===== config.mk =====
export PLATFORM = sky130hd
export DESIGN_NAME = msb_bit_packer_gamma_encoder
export DESIGN_NICKNAME = d
export VERILOG_FILES = /design/src/hw/rtl/mbpg_pkg.sv /design/src/hw/rtl/msb_bit_packer_gamma_encoder.sv
export SDC_FILE = /design/constraint.sdc
export NUM_CORES = 1
export LEC_CHECK = 0
export BUFFER_PORTS_ARGS = -buffer_cell sky130_fd_sc_hd__buf_2
export CORE_MARGIN = 8
export CORE_UTILIZATION = 50
export CTS_CLUSTER_DIAMETER = 40
export CTS_CLUSTER_SIZE = 30
export DETAILED_ROUTE_END_ITERATION = 8
export GPL_TIMING_DRIVEN = 0
export PLACE_DENSITY = 0.71
export SYNTH_ARGS = -nofsm -noshare
export SYNTH_HDL_FRONTEND = slang
export SYNTH_SLANG_ARGS = --single-unit

===== constraint.sdc =====
create_clock -name clock -period 8 [get_ports clock]
set_clock_uncertainty 0.05 [all_clocks]
set_input_delay 1.6 -clock clock [delete_from_list [all_inputs] [get_ports clock]]
set_output_delay 1.6 -clock clock [all_outputs]
set_load 0.005 [all_outputs]

===== src/hw/rtl/mbpg_pkg.sv =====
// Shared types and constants for the MSB-first bit packer with gamma encoder.
`timescale 1ns / 1ps
`default_nettype none

package mbpg_pkg;

   // Request codes
   localparam logic [1:0] REQ_RAW   = 2'd0;
   localparam logic [1:0] REQ_GAMMA = 2'd1;
   localparam logic [1:0] REQ_FLUSH = 2'd2;

   localparam int BYTE_BITS = 8;
   localparam int VALUE_BITS = 32;

   typedef struct packed {
      logic [1:0]            req_type;
      logic [VALUE_BITS-1:0] value;
      logic [5:0]            bit_count;
   } req_type_t_type;

   typedef struct packed {
      logic [BYTE_BITS-1:0] out_byte;
      logic                 last;
   } rsp_payload_type;

   // Sequencer states, one-hot
   typedef enum logic [3:0] {
      ST_IDLE  = 4'b0001,
      ST_ALIGN = 4'b0010,
      ST_EMIT  = 4'b0100,
      ST_FLUSH = 4'b1000
   } state_type;

endpackage

`default_nettype wire


===== src/hw/rtl/msb_bit_packer_gamma_encoder.sv =====
// Top level: bit-serial MSB-first packer with raw, Elias gamma and flush requests.
`timescale 1ns / 1ps
`default_nettype none

// Packs bits into bytes, most significant bit first, one bit per clock through a
// WORD_BITS-wide shift register. A request is taken only while the block is idle.
// A raw write of n bits (n = min(bit_count, WORD_BITS), n > 0) first shifts the unused
// high bits out, then packs the n bits. A gamma write of a value of bit length L first
// shifts to find the leading one, then packs the zero prefix and the value bits. A flush
// sends the pending partial byte. Raw writes of zero bits, gamma writes of zero, flushes
// with nothing pending and request type 3 produce nothing. Each completed byte goes to a
// one-entry output register; packing pauses only when a byte completes while that
// register still holds a byte not yet taken. The final byte of each request carries
// last.
module msb_bit_packer_gamma_encoder #(
   parameter int WORD_BITS = 32
) (
   input  wire logic                          clock,
   input  wire logic                          reset,
   input  wire logic                          req_valid,
   output      logic                          req_ready,
   input  wire mbpg_pkg::req_type_t_type      req_payload,
   output      logic                          rsp_valid,
   input  wire logic                          rsp_ready,
   output      mbpg_pkg::rsp_payload_type     rsp_payload
);

   localparam int LW = $clog2(WORD_BITS + 1);
   localparam int BW = $clog2(2 * WORD_BITS);
   localparam logic [LW-1:0] WORD_LEN = LW'(WORD_BITS);

   mbpg_pkg::state_type state_ff, state_in;

   logic [WORD_BITS-1:0] sr_ff, sr_in;
   logic [LW-1:0]        cnt_ff, cnt_in;
   logic [LW-1:0]        data_len_ff, data_len_in;
   logic [BW-1:0]        bits_left_ff, bits_left_in;
   logic                 gamma_ff, gamma_in;
   logic [7:0]           pend_ff, pend_in;
   logic [3:0]           free_ff, free_in;
   logic                 rsp_valid_ff, rsp_valid_in;
   mbpg_pkg::rsp_payload_type rsp_ff, rsp_in;

   logic                 slot_free;
   logic                 zero_phase;
   logic                 emit_bit;
   logic                 complete;
   logic [2:0]           bit_pos;
   logic [7:0]           pend_bit;
   logic [LW-1:0]        raw_len;
   logic [WORD_BITS-1:0] word_val;

   assign req_ready   = (state_ff == mbpg_pkg::ST_IDLE);
   assign rsp_valid   = rsp_valid_ff;
   assign rsp_payload = rsp_ff;

   assign slot_free = !rsp_valid_ff || rsp_ready;
   assign word_val  = req_payload.value[WORD_BITS-1:0];
   assign raw_len   = ({1'b0, req_payload.bit_count} > 7'(WORD_BITS)) ?
                      WORD_LEN : LW'(req_payload.bit_count);

   // Bit to pack: zero prefix of a gamma code, else the shift register's top bit
   assign zero_phase = bits_left_ff > BW'(data_len_ff);
   assign emit_bit   = zero_phase ? 1'b0 : sr_ff[WORD_BITS-1];
   assign complete   = (free_ff == 4'd1);
   assign bit_pos    = 3'(free_ff - 4'd1);

   always_comb begin
      pend_bit          = pend_ff;
      pend_bit[bit_pos] = emit_bit;
   end

   // Sequencer and datapath
   always_comb begin
      state_in     = state_ff;
      sr_in        = sr_ff;
      cnt_in       = cnt_ff;
      data_len_in  = data_len_ff;
      bits_left_in = bits_left_ff;
      gamma_in     = gamma_ff;
      pend_in      = pend_ff;
      free_in      = free_ff;
      rsp_valid_in = rsp_valid_ff && !rsp_ready;
      rsp_in       = rsp_ff;

      unique case (state_ff)
         mbpg_pkg::ST_IDLE: begin
            if (req_valid) begin
               unique case (req_payload.req_type)
                  mbpg_pkg::REQ_RAW: begin
                     if (raw_len != '0) begin
                        sr_in       = word_val;
                        cnt_in      = WORD_LEN - raw_len;
                        data_len_in = raw_len;
                        gamma_in    = 1'b0;
                        state_in    = mbpg_pkg::ST_ALIGN;
                     end
                  end
                  mbpg_pkg::REQ_GAMMA: begin
                     if (word_val != '0) begin
                        sr_in    = word_val;
                        cnt_in   = WORD_LEN;
                        gamma_in = 1'b1;
                        state_in = mbpg_pkg::ST_ALIGN;
                     end
                  end
                  mbpg_pkg::REQ_FLUSH: begin
                     if (free_ff != 4'd8) begin
                        state_in = mbpg_pkg::ST_FLUSH;
                     end
                  end
                  default: begin
                  end
               endcase
            end
         end
         mbpg_pkg::ST_ALIGN: begin
            // Gamma: shift to the leading one, counting the bit length down.
            // Raw: shift the bits above the count out.
            if (gamma_ff) begin
               if (sr_ff[WORD_BITS-1]) begin
                  data_len_in  = cnt_ff;
                  bits_left_in = BW'({cnt_ff, 1'b0} - (LW+1)'(1));
                  state_in     = mbpg_pkg::ST_EMIT;
               end else begin
                  sr_in  = {sr_ff[WORD_BITS-2:0], 1'b0};
                  cnt_in = cnt_ff - LW'(1);
               end
            end else begin
               if (cnt_ff == '0) begin
                  bits_left_in = BW'(data_len_ff);
                  state_in     = mbpg_pkg::ST_EMIT;
               end else begin
                  sr_in  = {sr_ff[WORD_BITS-2:0], 1'b0};
                  cnt_in = cnt_ff - LW'(1);
               end
            end
         end
         mbpg_pkg::ST_EMIT: begin
            if (!complete || slot_free) begin
               if (!zero_phase) begin
                  sr_in = {sr_ff[WORD_BITS-2:0], 1'b0};
               end
               bits_left_in = bits_left_ff - BW'(1);
               if (complete) begin
                  rsp_valid_in    = 1'b1;
                  rsp_in.out_byte = pend_bit;
                  rsp_in.last     = bits_left_ff <= BW'(8);
                  pend_in         = '0;
                  free_in         = 4'd8;
               end else begin
                  pend_in = pend_bit;
                  free_in = free_ff - 4'd1;
               end
               if (bits_left_ff == BW'(1)) begin
                  state_in = mbpg_pkg::ST_IDLE;
               end
            end
         end
         mbpg_pkg::ST_FLUSH: begin
            if (slot_free) begin
               rsp_valid_in    = 1'b1;
               rsp_in.out_byte = pend_ff;
               rsp_in.last     = 1'b1;
               pend_in         = '0;
               free_in         = 4'd8;
               state_in        = mbpg_pkg::ST_IDLE;
            end
         end
         default: begin
            state_in = mbpg_pkg::ST_IDLE;
         end
      endcase
   end

   // Control registers
   always_ff @(posedge clock) begin
      if (reset) begin
         state_ff     <= mbpg_pkg::ST_IDLE;
         pend_ff      <= '0;
         free_ff      <= 4'd8;
         rsp_valid_ff <= 1'b0;
      end else begin
         state_ff     <= state_in;
         pend_ff      <= pend_in;
         free_ff      <= free_in;
         rsp_valid_ff <= rsp_valid_in;
      end
   end

   // Datapath registers
   always_ff @(posedge clock) begin
      sr_ff        <= sr_in;
      cnt_ff       <= cnt_in;
      data_len_ff  <= data_len_in;
      bits_left_ff <= bits_left_in;
      gamma_ff     <= gamma_in;
      rsp_ff       <= rsp_in;
   end

   // Free count always names a real bit position
   a_free_range: assert property (@(posedge clock) disable iff (reset)
      free_ff != 4'd0 && free_ff <= 4'd8)
      else $error("free bit count out of range");

   // A gamma search finds its leading one before the length runs out
   a_gamma_len: assert property (@(posedge clock) disable iff (reset)
      (state_ff == mbpg_pkg::ST_ALIGN && gamma_ff) |-> cnt_ff != '0)
      else $error("gamma length underflow");

   // Packing never runs with no bits left
   a_emit_left: assert property (@(posedge clock) disable iff (reset)
      state_ff == mbpg_pkg::ST_EMIT |-> bits_left_ff != '0)
      else $error("emit with no bits left");

   // A flush that emits leaves an empty partial byte
   a_flush_clear: assert property (@(posedge clock) disable iff (reset)
      (state_ff == mbpg_pkg::ST_FLUSH && slot_free) |=>
         (free_ff == 4'd8 && pend_ff == 8'd0 && rsp_valid_ff && rsp_ff.last))
      else $error("flush did not clear pending byte");

endmodule

`default_nettype wire

### Word level (Yosys, flattened, before mapping)

Index checks and enable logic that the tools add are counted.

| storage, ports and cells | value |
|---|---|
| flip-flop bits (word level) | 77 |
| input port bits | 44 |
| output and inout port bits | 11 |
| logic and storage cells | 142 |

| operators by class | value |
|---|---|
| add/subtract/negate cells | 5 |
| magnitude comparators | 5 |
| equal/unequal tests | 30 |
| mux-type cells | 65 |
| reduce and logical (&&, ||, !) cells | 25 |

Operator list:

| kind | count |
|---|---|
| $mux 32 | 8 |
| $mux 6 | 16 |
| $pmux 32 s3 | 1 |
| $pmux 32 s2 | 1 |
| $mux 4 | 13 |
| $pmux 6 s2 | 4 |
| $reduce_bool 32->1 | 1 |
| $mux 9 | 3 |
| $mux 8 | 3 |
| $ne 3x3->1 const B | 7 |
| $ne 2x2->1 const B | 10 |
| $pmux 9 s2 | 1 |
| $sub 6x1->6 const B | 3 |
| $pmux 4 s4 | 1 |
| $pmux 8 s2 | 1 |
| $pmux 4 s3 | 1 |
| $reduce_and 10->1 | 1 |
| $reduce_and 9->1 | 1 |
| $bwmux 8 | 1 |
| $eq 4x1->1 const B | 2 |
| $pmux 4 s2 | 1 |
| $reduce_and 4->1 | 2 |
| $reduce_and 8->1 | 1 |
| $reduce_bool 2->1 | 4 |
| 31 further kinds | 43 |

### Depth between registers and ports, before layout

Gate-level depths: netlist (run 1).

| depth | value |
|---|---|
| depth in word-level cells | 9 |
| mapped depth | 7 |
| depth with buffers taken out | 7 |

### Worst setup path after synthesis (run 1)

OpenSTA, ideal clock, no wires.

| timing | value |
|---|---|
| kind | input to register |
| start | in req_payload[5] in the netlist's numbering |
| end | reg sr_ff[0], enable pin |
| setup time | 0.508 ns |
| arrival | 5.670 ns |
| data required time | 7.442 ns |
| path slack | 1.772 ns |
| cell stages on the path | 6 |
| buffers on the path | 0 |
| cell sequence | nand2b_1 ha_1 nand3b_1 or3_1 a31oi_1 nor4b_1 |

| between the ends | value |
|---|---|
| longest elaborated chain between the ends | 5 |

RTL lines:

| item | line | text |
|---|---|---|
| start, declared | msb_bit_packer_gamma_encoder.sv:22 | `input wire mbpg_pkg::req_type_t_type req_payload,` |
| $gt 6x6->1 | msb_bit_packer_gamma_encoder.sv:59 | `assign raw_len = ({1'b0, req_payload.bit_count} > 7'(WORD_BITS)) ?` |
| $mux 6 (*) | msb_bit_packer_gamma_encoder.sv:59 |  |
| $reduce_bool 6->1 (*) | msb_bit_packer_gamma_encoder.sv:91 | `if (raw_len != '0) begin` |
| $ne 3x3->1 (no source line) (*) | - |  |
| $reduce_and 9->1 (no source line) (*) | - |  |
| end signal, assigned | msb_bit_packer_gamma_encoder.sv:193 | `sr_ff <= sr_in;` |
| end, declared | msb_bit_packer_gamma_encoder.sv:34 | `logic [WORD_BITS-1:0] sr_ff, sr_in;` |

Every way passes the cells marked *; elsewhere a longest branch is shown, timed or not.
A chain may end at the register's enable or synchronous reset.

### Worst setup path after layout (run 1)

| timing | value |
|---|---|
| start | in req_payload[36] in the netlist's numbering |
| end | reg sr_ff[6], enable pin |

| between the ends | value |
|---|---|
| longest elaborated chain between the ends | 3 |

RTL lines:

| item | line | text |
|---|---|---|
| $reduce_bool 32->1 | msb_bit_packer_gamma_encoder.sv:100 | `if (word_val != '0) begin` |
| $ne 3x3->1 (no source line) | - |  |
| $reduce_and 9->1 (no source line) | - |  |

Every way passes these cells.

==> results of run 1 <==
cell usage in the layout, fill, tap and decap left out, types with 2 or more instances in the layout:
master     synthesis  layout
o31ai_1            7       7
buf_4              0       2
a31oi_1            3       3
a21o_1             2       2
buf_2              4      58
o211ai_1           3       3
clkbuf_1          12      12
nor2b_1            4       4
or4b_2             2       2
nor2_1            23      23
a21oi_1           27      27
nand2b_1           5       5
o21ai_0           31      31
xnor2_1            6       6
o21ai_1            3       3
dfxtp_1           17      17
or3_1              3       3
nand3_1           12      12
ha_1              14      14
nand3b_1           3       3
or4_1              3       3
clkbuf_8           0       9
a22o_1            30      30
bufinv_16          0       3
inv_1             21      21
mux2_2             2       2
nand4_1            2       2
nor4b_2            1       2
edfxtp_1          60      60
xor2_1             7       7
nor4_1             9       9
buf_6              0       2
nand2_1           35      35
o22ai_1            6       6
nor3_1            12      12
and2_1             2       2
routing by layer:
metal  wire (microns)  GRT usage, %
met1             4290          22.2
met2             4330          27.3
met3              542          3.75
met4              217          7.94
met5                0             0
sequential cells by signal, summed over array words and instances, names as in the netlist:
register and cells:
free_ff 4, pend_ff 8, sr_ff 32, rsp_payload 9, data_len_ff 6, gamma_ff 1, cnt_ff 6, rsp_valid 1
state_ff 4, bits_left_ff 6
Yosys cell counts (2+ instances only):
library cell	n	area share [%]
nand2b_1	5	0.77
mux2_2	2	0.56
or4b_2	2	0.49
nand3b_1	3	0.56
and2_1	2	0.31
nand2_1	35	3.2
nor2b_1	4	0.62
nor4_1	9	1.4
a21o_1	2	0.37
nand3_1	12	1.5
o31ai_1	7	1.3
a21oi_1	27	3.3
o21ai_1	3	0.37
o211ai_1	3	0.56
xnor2_1	6	1.3
nor4b_1	2	0.43
edfxtp_1	60	44
clkbuf_1	12	1.1
o22ai_1	6	0.93
or3_1	3	0.46
a22o_1	30	6.5
or4_1	3	0.56
dfxtp_1	17	8.4
inv_1	21	1.9
a31oi_1	3	0.46
xor2_1	7	1.5
nor2_1	23	2.1
buf_2	4	0.49
o21ai_0	31	3.8
ha_1	14	4.3
nand4_1	2	0.31
nor3_1	12	1.5
area by class of cell:
cell class                 count  share of cell area [%]
buffer                        16                    1.37
inverter                      21                    1.66
tap                          105                    2.77
multi-input combinational    275                    37.4
clock buffer                   9                    2.61
clock inverter                 7                    2.56
timing repair buffer          58                    6.49
sequential                    77                    45.1
critical path: stages:
cell	delay [ps]
buf_2	110
nor4_1	330
nand3_1	180
or4_1	590
a31oi_1	370
nor4b_2	130
buf_4	200
buf_6	150
buf_4	160
through the flow:
stage,cells,hold slack (ps),area (sq um),setup slack (ps)
5_1_grt,568,415,4750,4090
3_5_place_dp,552,395,4500,3890
4_1_cts,568,408,4750,4270
6_report,568,408,4750,4260
3_3_place_gp,548,384,4460,168
2_1_floorplan,389,375,4060,1770
kinds of logic after synthesis:
group | Yosys count | share of synthesized area, %
xor+xnor | 13 | 2.81
mux | 3 | 0.802
compound gates | 120 | 19.3
flops | 77 | 52.8
buf+inv | 37 | 3.55
simple gates | 125 | 16.4
fa+ha+maj | 14 | 4.32
path summary, 6_finish.rpt:
path,from,endpoint,slack (ps),cells past startpoint
worst max-delay path,req_payload[36],sr_ff[6]$_DFFE_PP_,4260,9
worst min-delay path,pend_ff[6]$_SDFFE_PP0P_,pend_ff[6]$_SDFFE_PP0P_,410,2
worst max register to register,bits_left_ff[5]$_DFFE_PP_,sr_ff[6]$_DFFE_PP_,5060,9
worst min register to register,pend_ff[6]$_SDFFE_PP0P_,pend_ff[6]$_SDFFE_PP0P_,410,2
power by group:
part | leakage (nW) | switching, W | internal, W | total (W)
logic | 1.04 | 0.0000460 | 0.0000356 | 0.0000815
clock network | 0.119 | 0.000150 | 0.000209 | 0.000359
registers | 0.697 | 0.00000941 | 0.000452 | 0.000462
==> impl_metrics.json, run 1 <==
{
  "synth_edf_count": 60,
  "post_cts_buffers": 0,
  "core_sq_um": 8050,
  "regArea_sq_um": 2140,
  "seq_area_frac_synth_pct": 52.8,
  "ant_nets": 0,
  "max-cap-violations": 0,
  "viasPerCell": 5.80,
  "wl_per_cell_microns": 16.5,
  "root_buffer": "clkbuf_8",
  "place.gp.congestion": 0.873,
  "start_util_pct": 50.4,
  "multi_input_comb_area_sq_um": 1780,
  "n_antenna_cell": 0,
  "yosys_register_bits": 77,
  "io-pin-count": 55,
  "max_freq_mhz": 267,
  "htreeDepth": 3,
  "min_period_over_period_pct": 46.8,
  "grt_pass1_wl_microns": 15800,
  "worstPathArrival_ps": 3820,
  "dieArea_sq_um": 11200,
  "wirelength_microns": 9380,
  "postCtsResizedCells": 0,
  "grt_setup_unrepaired": "false",
  "die-height_microns": 106,
  "drcViolationCount": 0,
  "clkLatencyLatePin_ps": 350,
  "drt_pass1_iterations": 5,
  "relSlewSlack_pct": 33.6,
  "clock_sinks": 77,
  "power.total_w": 0.000902,
  "cts_tree": "built",
  "fin_nets": 516,
  "start_kind": "input pin",
  "min_period_ps": 3740,
  "postLayoutCoreUtil_pct": 58.9,
  "drtIter0Drc": 213,
  "io_buffers": 54,
  "worstHoldPathType": "reg -> reg",
  "worstMarginPinSlew_ps": 989,
  "synthToLayoutAreaGrowth_pct": 17.0,
  "n_fill_cell": 697,
  "yosys_warnings": 0,
  "dieWidth_microns": 106,
  "synthArstFlopShare_pct": 0,
  "cts_made_buffers": 9,
  "hpwl_microns": 7010,
  "power_density_nw_per_um2": 190,
  "path_class": "in -> reg",
  "cp.required_ps": 8070,
  "setup_tns_ps": 0,
  "setup_viol": 0,
  "ys_types": 49,
  "syn_inst": 389,
  "end_kind": "flip-flop",
  "ir_drop_v": 0.000132,
  "via_count": 3294,
  "antenna_found_initial": 0,
  "grt_usage_pct": 17.3,
  "synth_area_sq_um": 4060,
  "overflow": 0,
  "clk_pin_slew_ps": 90,
  "ys.flop_type": "edfxtp_1",
  "outcome": "finished clean",
  "syn_nets": 447,
  "leakagePower_nw": 1.86,
  "finalHoldViolCount": 0,
  "ctsHoldBuffers": 0,
  "syn_area_per_cell_sq_um": 10.4,
  "first_global_vias": 3320,
  "cp_max_fo": 9,
  "num_rows": 33,
  "drive_gt1_share_pct": 19.0,
  "clk_path_buf_depth": 2,
  "grt_max_degree": 15,
  "maxSlewViolCount": 0
}
Power figures use the tool's default switching activity.
==> run 2, diff against run 1 <==
--- a/config.mk
+++ b/config.mk
@@ -12,7 +12,7 @@
 export CTS_CLUSTER_SIZE = 30
 export DETAILED_ROUTE_END_ITERATION = 8
 export GPL_TIMING_DRIVEN = 0
-export PLACE_DENSITY = 0.71
+export PLACE_DENSITY = 0.74
 export SYNTH_ARGS = -nofsm -noshare
 export SYNTH_HDL_FRONTEND = slang
 export SYNTH_SLANG_ARGS = --single-unit
==> constraint.sdc (replaced) <==
create_clock -name clock -period 3.3 [get_ports clock]
set_clock_uncertainty 0.05 [all_clocks]
set_input_delay 0.66 -clock clock [delete_from_list [all_inputs] [get_ports clock]]
set_output_delay 0.66 -clock clock [all_outputs]
set_load 0.005 [all_outputs]
==> run 2 against run 1 <==
Effect of this change:
- sequential share of layout area decreased by 0.20 points
- cell area increased by 0.45%
- worst hold slack got worse by 6.9 ps
- via count increased by 1.6%
- largest cell class unchanged
- sequential power increased by 140%
- count of clock-buffer cells in the layout unchanged
- critical path depth decreased by 2
- combinational power increased by 140%
- first-iteration DRC count decreased by 10%
- total power increased to 2.5 times the previous value
- cell count decreased by 0.35%
- critical path type is now reg -> reg
- non-clock buffer count decreased by 2
==> impl_metrics.json, run 2 (synthesis gave the netlist of run 1 again) <==
{
  "whs_path_depth": 2,
  "largest_reg_flops": 32,
  "drcViolationCount": 0,
  "n_antenna_cell": 0,
  "antenna_found_initial": 0,
  "fin_nets": 514,
  "cp.required_ps": 3320,
  "drtIter0Drc": 191,
  "overflow": 0,
  "io_buffers": 54,
  "worstMarginPinSlew_ps": 1010,
  "n_fill_cell": 696,
  "clk_path_buf_depth": 2,
  "r2r_end": "sr_ff[22]$_DFFE_PP_",
  "grt_setup_unrepaired": "false",
  "hold_end": "pend_ff[5]$_SDFFE_PP0P_",
  "drt_pass1_iterations": 5,
  "post_cts_buffers": 0,
  "hold_start": "pend_ff[5]$_SDFFE_PP0P_",
  "leakagePower_nw": 1.87,
  "viasPerCell": 5.91,
  "final_cells": 566,
  "via_count": 3346,
  "r2r-start": "bits_left_ff[5]$_DFFE_PP_",
  "ir_drop_v": 0.000308,
  "grt_max_degree": 15,
  "grt_usage_pct": 17.3,
  "startpoint": "bits_left_ff[5]$_DFFE_PP_",
  "top_register": "sr_ff",
  "place_inst": 550,
  "cpPeakStageDelay_ps": 560,
  "crit_family": "simple AND/OR/NAND/NOR gates",
  "regArea_sq_um": 2140,
  "postLayoutCoreUtil_pct": 59.2,
  "hold_ws_ps": 401,
  "path_class": "reg -> reg",
  "grt_pass1_wl_microns": 15900,
  "drive_gt1_share_pct": 18.9,
  "postCtsResizedCells": 0,
  "max_freq_mhz": 356,
  "place.gp.congestion": 0.880,
  "relSlewSlack_pct": 32.2,
  "clock_sinks": 77,
  "rrSetupSlack_ps": 490,
  "dieWidth_microns": 106,
  "io-pin-count": 55,
  "r2r_cells": 7,
  "htreeDepth": 3,
  "power_density_nw_per_um2": 476,
  "root_buffer": "clkbuf_8",
  "min_period_ps": 2810,
  "place_ws_ps": 290,
  "power.total_w": 0.00227,
  "synthToLayoutAreaGrowth_pct": 17.6,
  "mostFrequentLayoutCell": "edfxtp_1",
  "clk_pin_slew_ps": 80,
  "worst-path-buf-inv": 1,
  "worstHoldPathType": "reg -> reg",
  "final_cell_mix": "60 x edfxtp_1, 58 x buf_2, 35 x nand2_1",
  "core_sq_um": 8050,
  "end_kind": "flip-flop",
  "ctsHoldBuffers": 0,
  "start_util_pct": 50.4,
  "wl_per_cell_microns": 16.8,
  "wirelength_microns": 9510,
  "worstPathArrival_ps": 2830,
  "finalHoldViolCount": 0,
  "cts_made_buffers": 9,
  "max-cap-violations": 0,
  "dieArea_sq_um": 11200,
  "ant_nets": 0,
  "setup_viol": 0,
  "crit_slowest_cell": "nor4b_4",
  "clkLatencyLatePin_ps": 360,
  "first_global_vias": 3412,
  "multi_input_comb_area_sq_um": 1780,
  "num_rows": 33,
  "hpwl_microns": 7050,
  "outcome": "finished clean",
  "maxSlewViolCount": 0,
  "cts_tree": "built",
  "die-height_microns": 106,
  "final.setup.worst_slack_ps": 492,
  "cp_max_fo": 14,
  "crit_chain": "ha_1 -> and3_1 -> a21boi_0 -> o21ai_0 -> a21oi_1 -> nor4b_4 -> buf_6",
  "start_kind": "flip-flop",
  "min_period_over_period_pct": 85.1
}
-- run 2: cell count changes in the layout (fill, tap and decap cells not counted), sizes merged --
cell,previous run,this run
buf,62,60
inv,23,22
bufinv,3,4
-- run 2: power breakdown --
group	internal, W	switching, W
combinational	0.0000855	0.000113
clock	0.000582	0.000367
sequential	0.00110	0.0000231
-- run 2: metal layers --
metal	routed length [microns]	track usage, %	up-vias
li1	-	-	1608
met1	4270	21.7	1589
met2	4450	27.7	130
met3	645	4.72	19
met4	144	6.63	0
met5	0	0	-
-- run 2: through the flow --
stage	TNS (ps)	instance area, sq um
after floorplan	0	4070
after detailed placement	0	4500
after CTS	0	4770
after global placement	-14640	4470
after global routing	0	4770
final	0	4770
-- run 2: final cells by class --
cell class | instances | share of cell area, %
inverter | 21 | 1.65
multi-input combinational | 275 | 37.4
clock inverter | 7 | 3.04
sequential | 77 | 44.9
tap | 105 | 2.76
clock buffer | 9 | 2.60
buffer | 16 | 1.36
timing repair buffer | 56 | 6.22
-- run 2: worst reg2reg max path, cell delays in order, from the launching register on --
cell and delay [ps]:
edfxtp_1 420, ha_1 330, and3_1 200, a21boi_0 140
o21ai_0 350, a21oi_1 220, nor4b_4 560, buf_6 250
-- run 2: worst max-delay path by stage --
stage / to / slack [ps] / cells after the start
6_report: sr_ff[22]$_DFFE_PP_ / 490 / 7
5_1_grt: sr_ff[12]$_DFFE_PP_ / 290 / 7
4_1_cts: sr_ff[23]$_DFFE_PP_ / 490 / 7
3_5_place_dp: sr_ff[7]$_DFFE_PP_ / 290 / 7
3_3_place_gp: sr_ff[7]$_DFFE_PP_ / -470 / 7
2_1_floorplan: sr_ff[0]$_DFFE_PP_ / 230 / 6
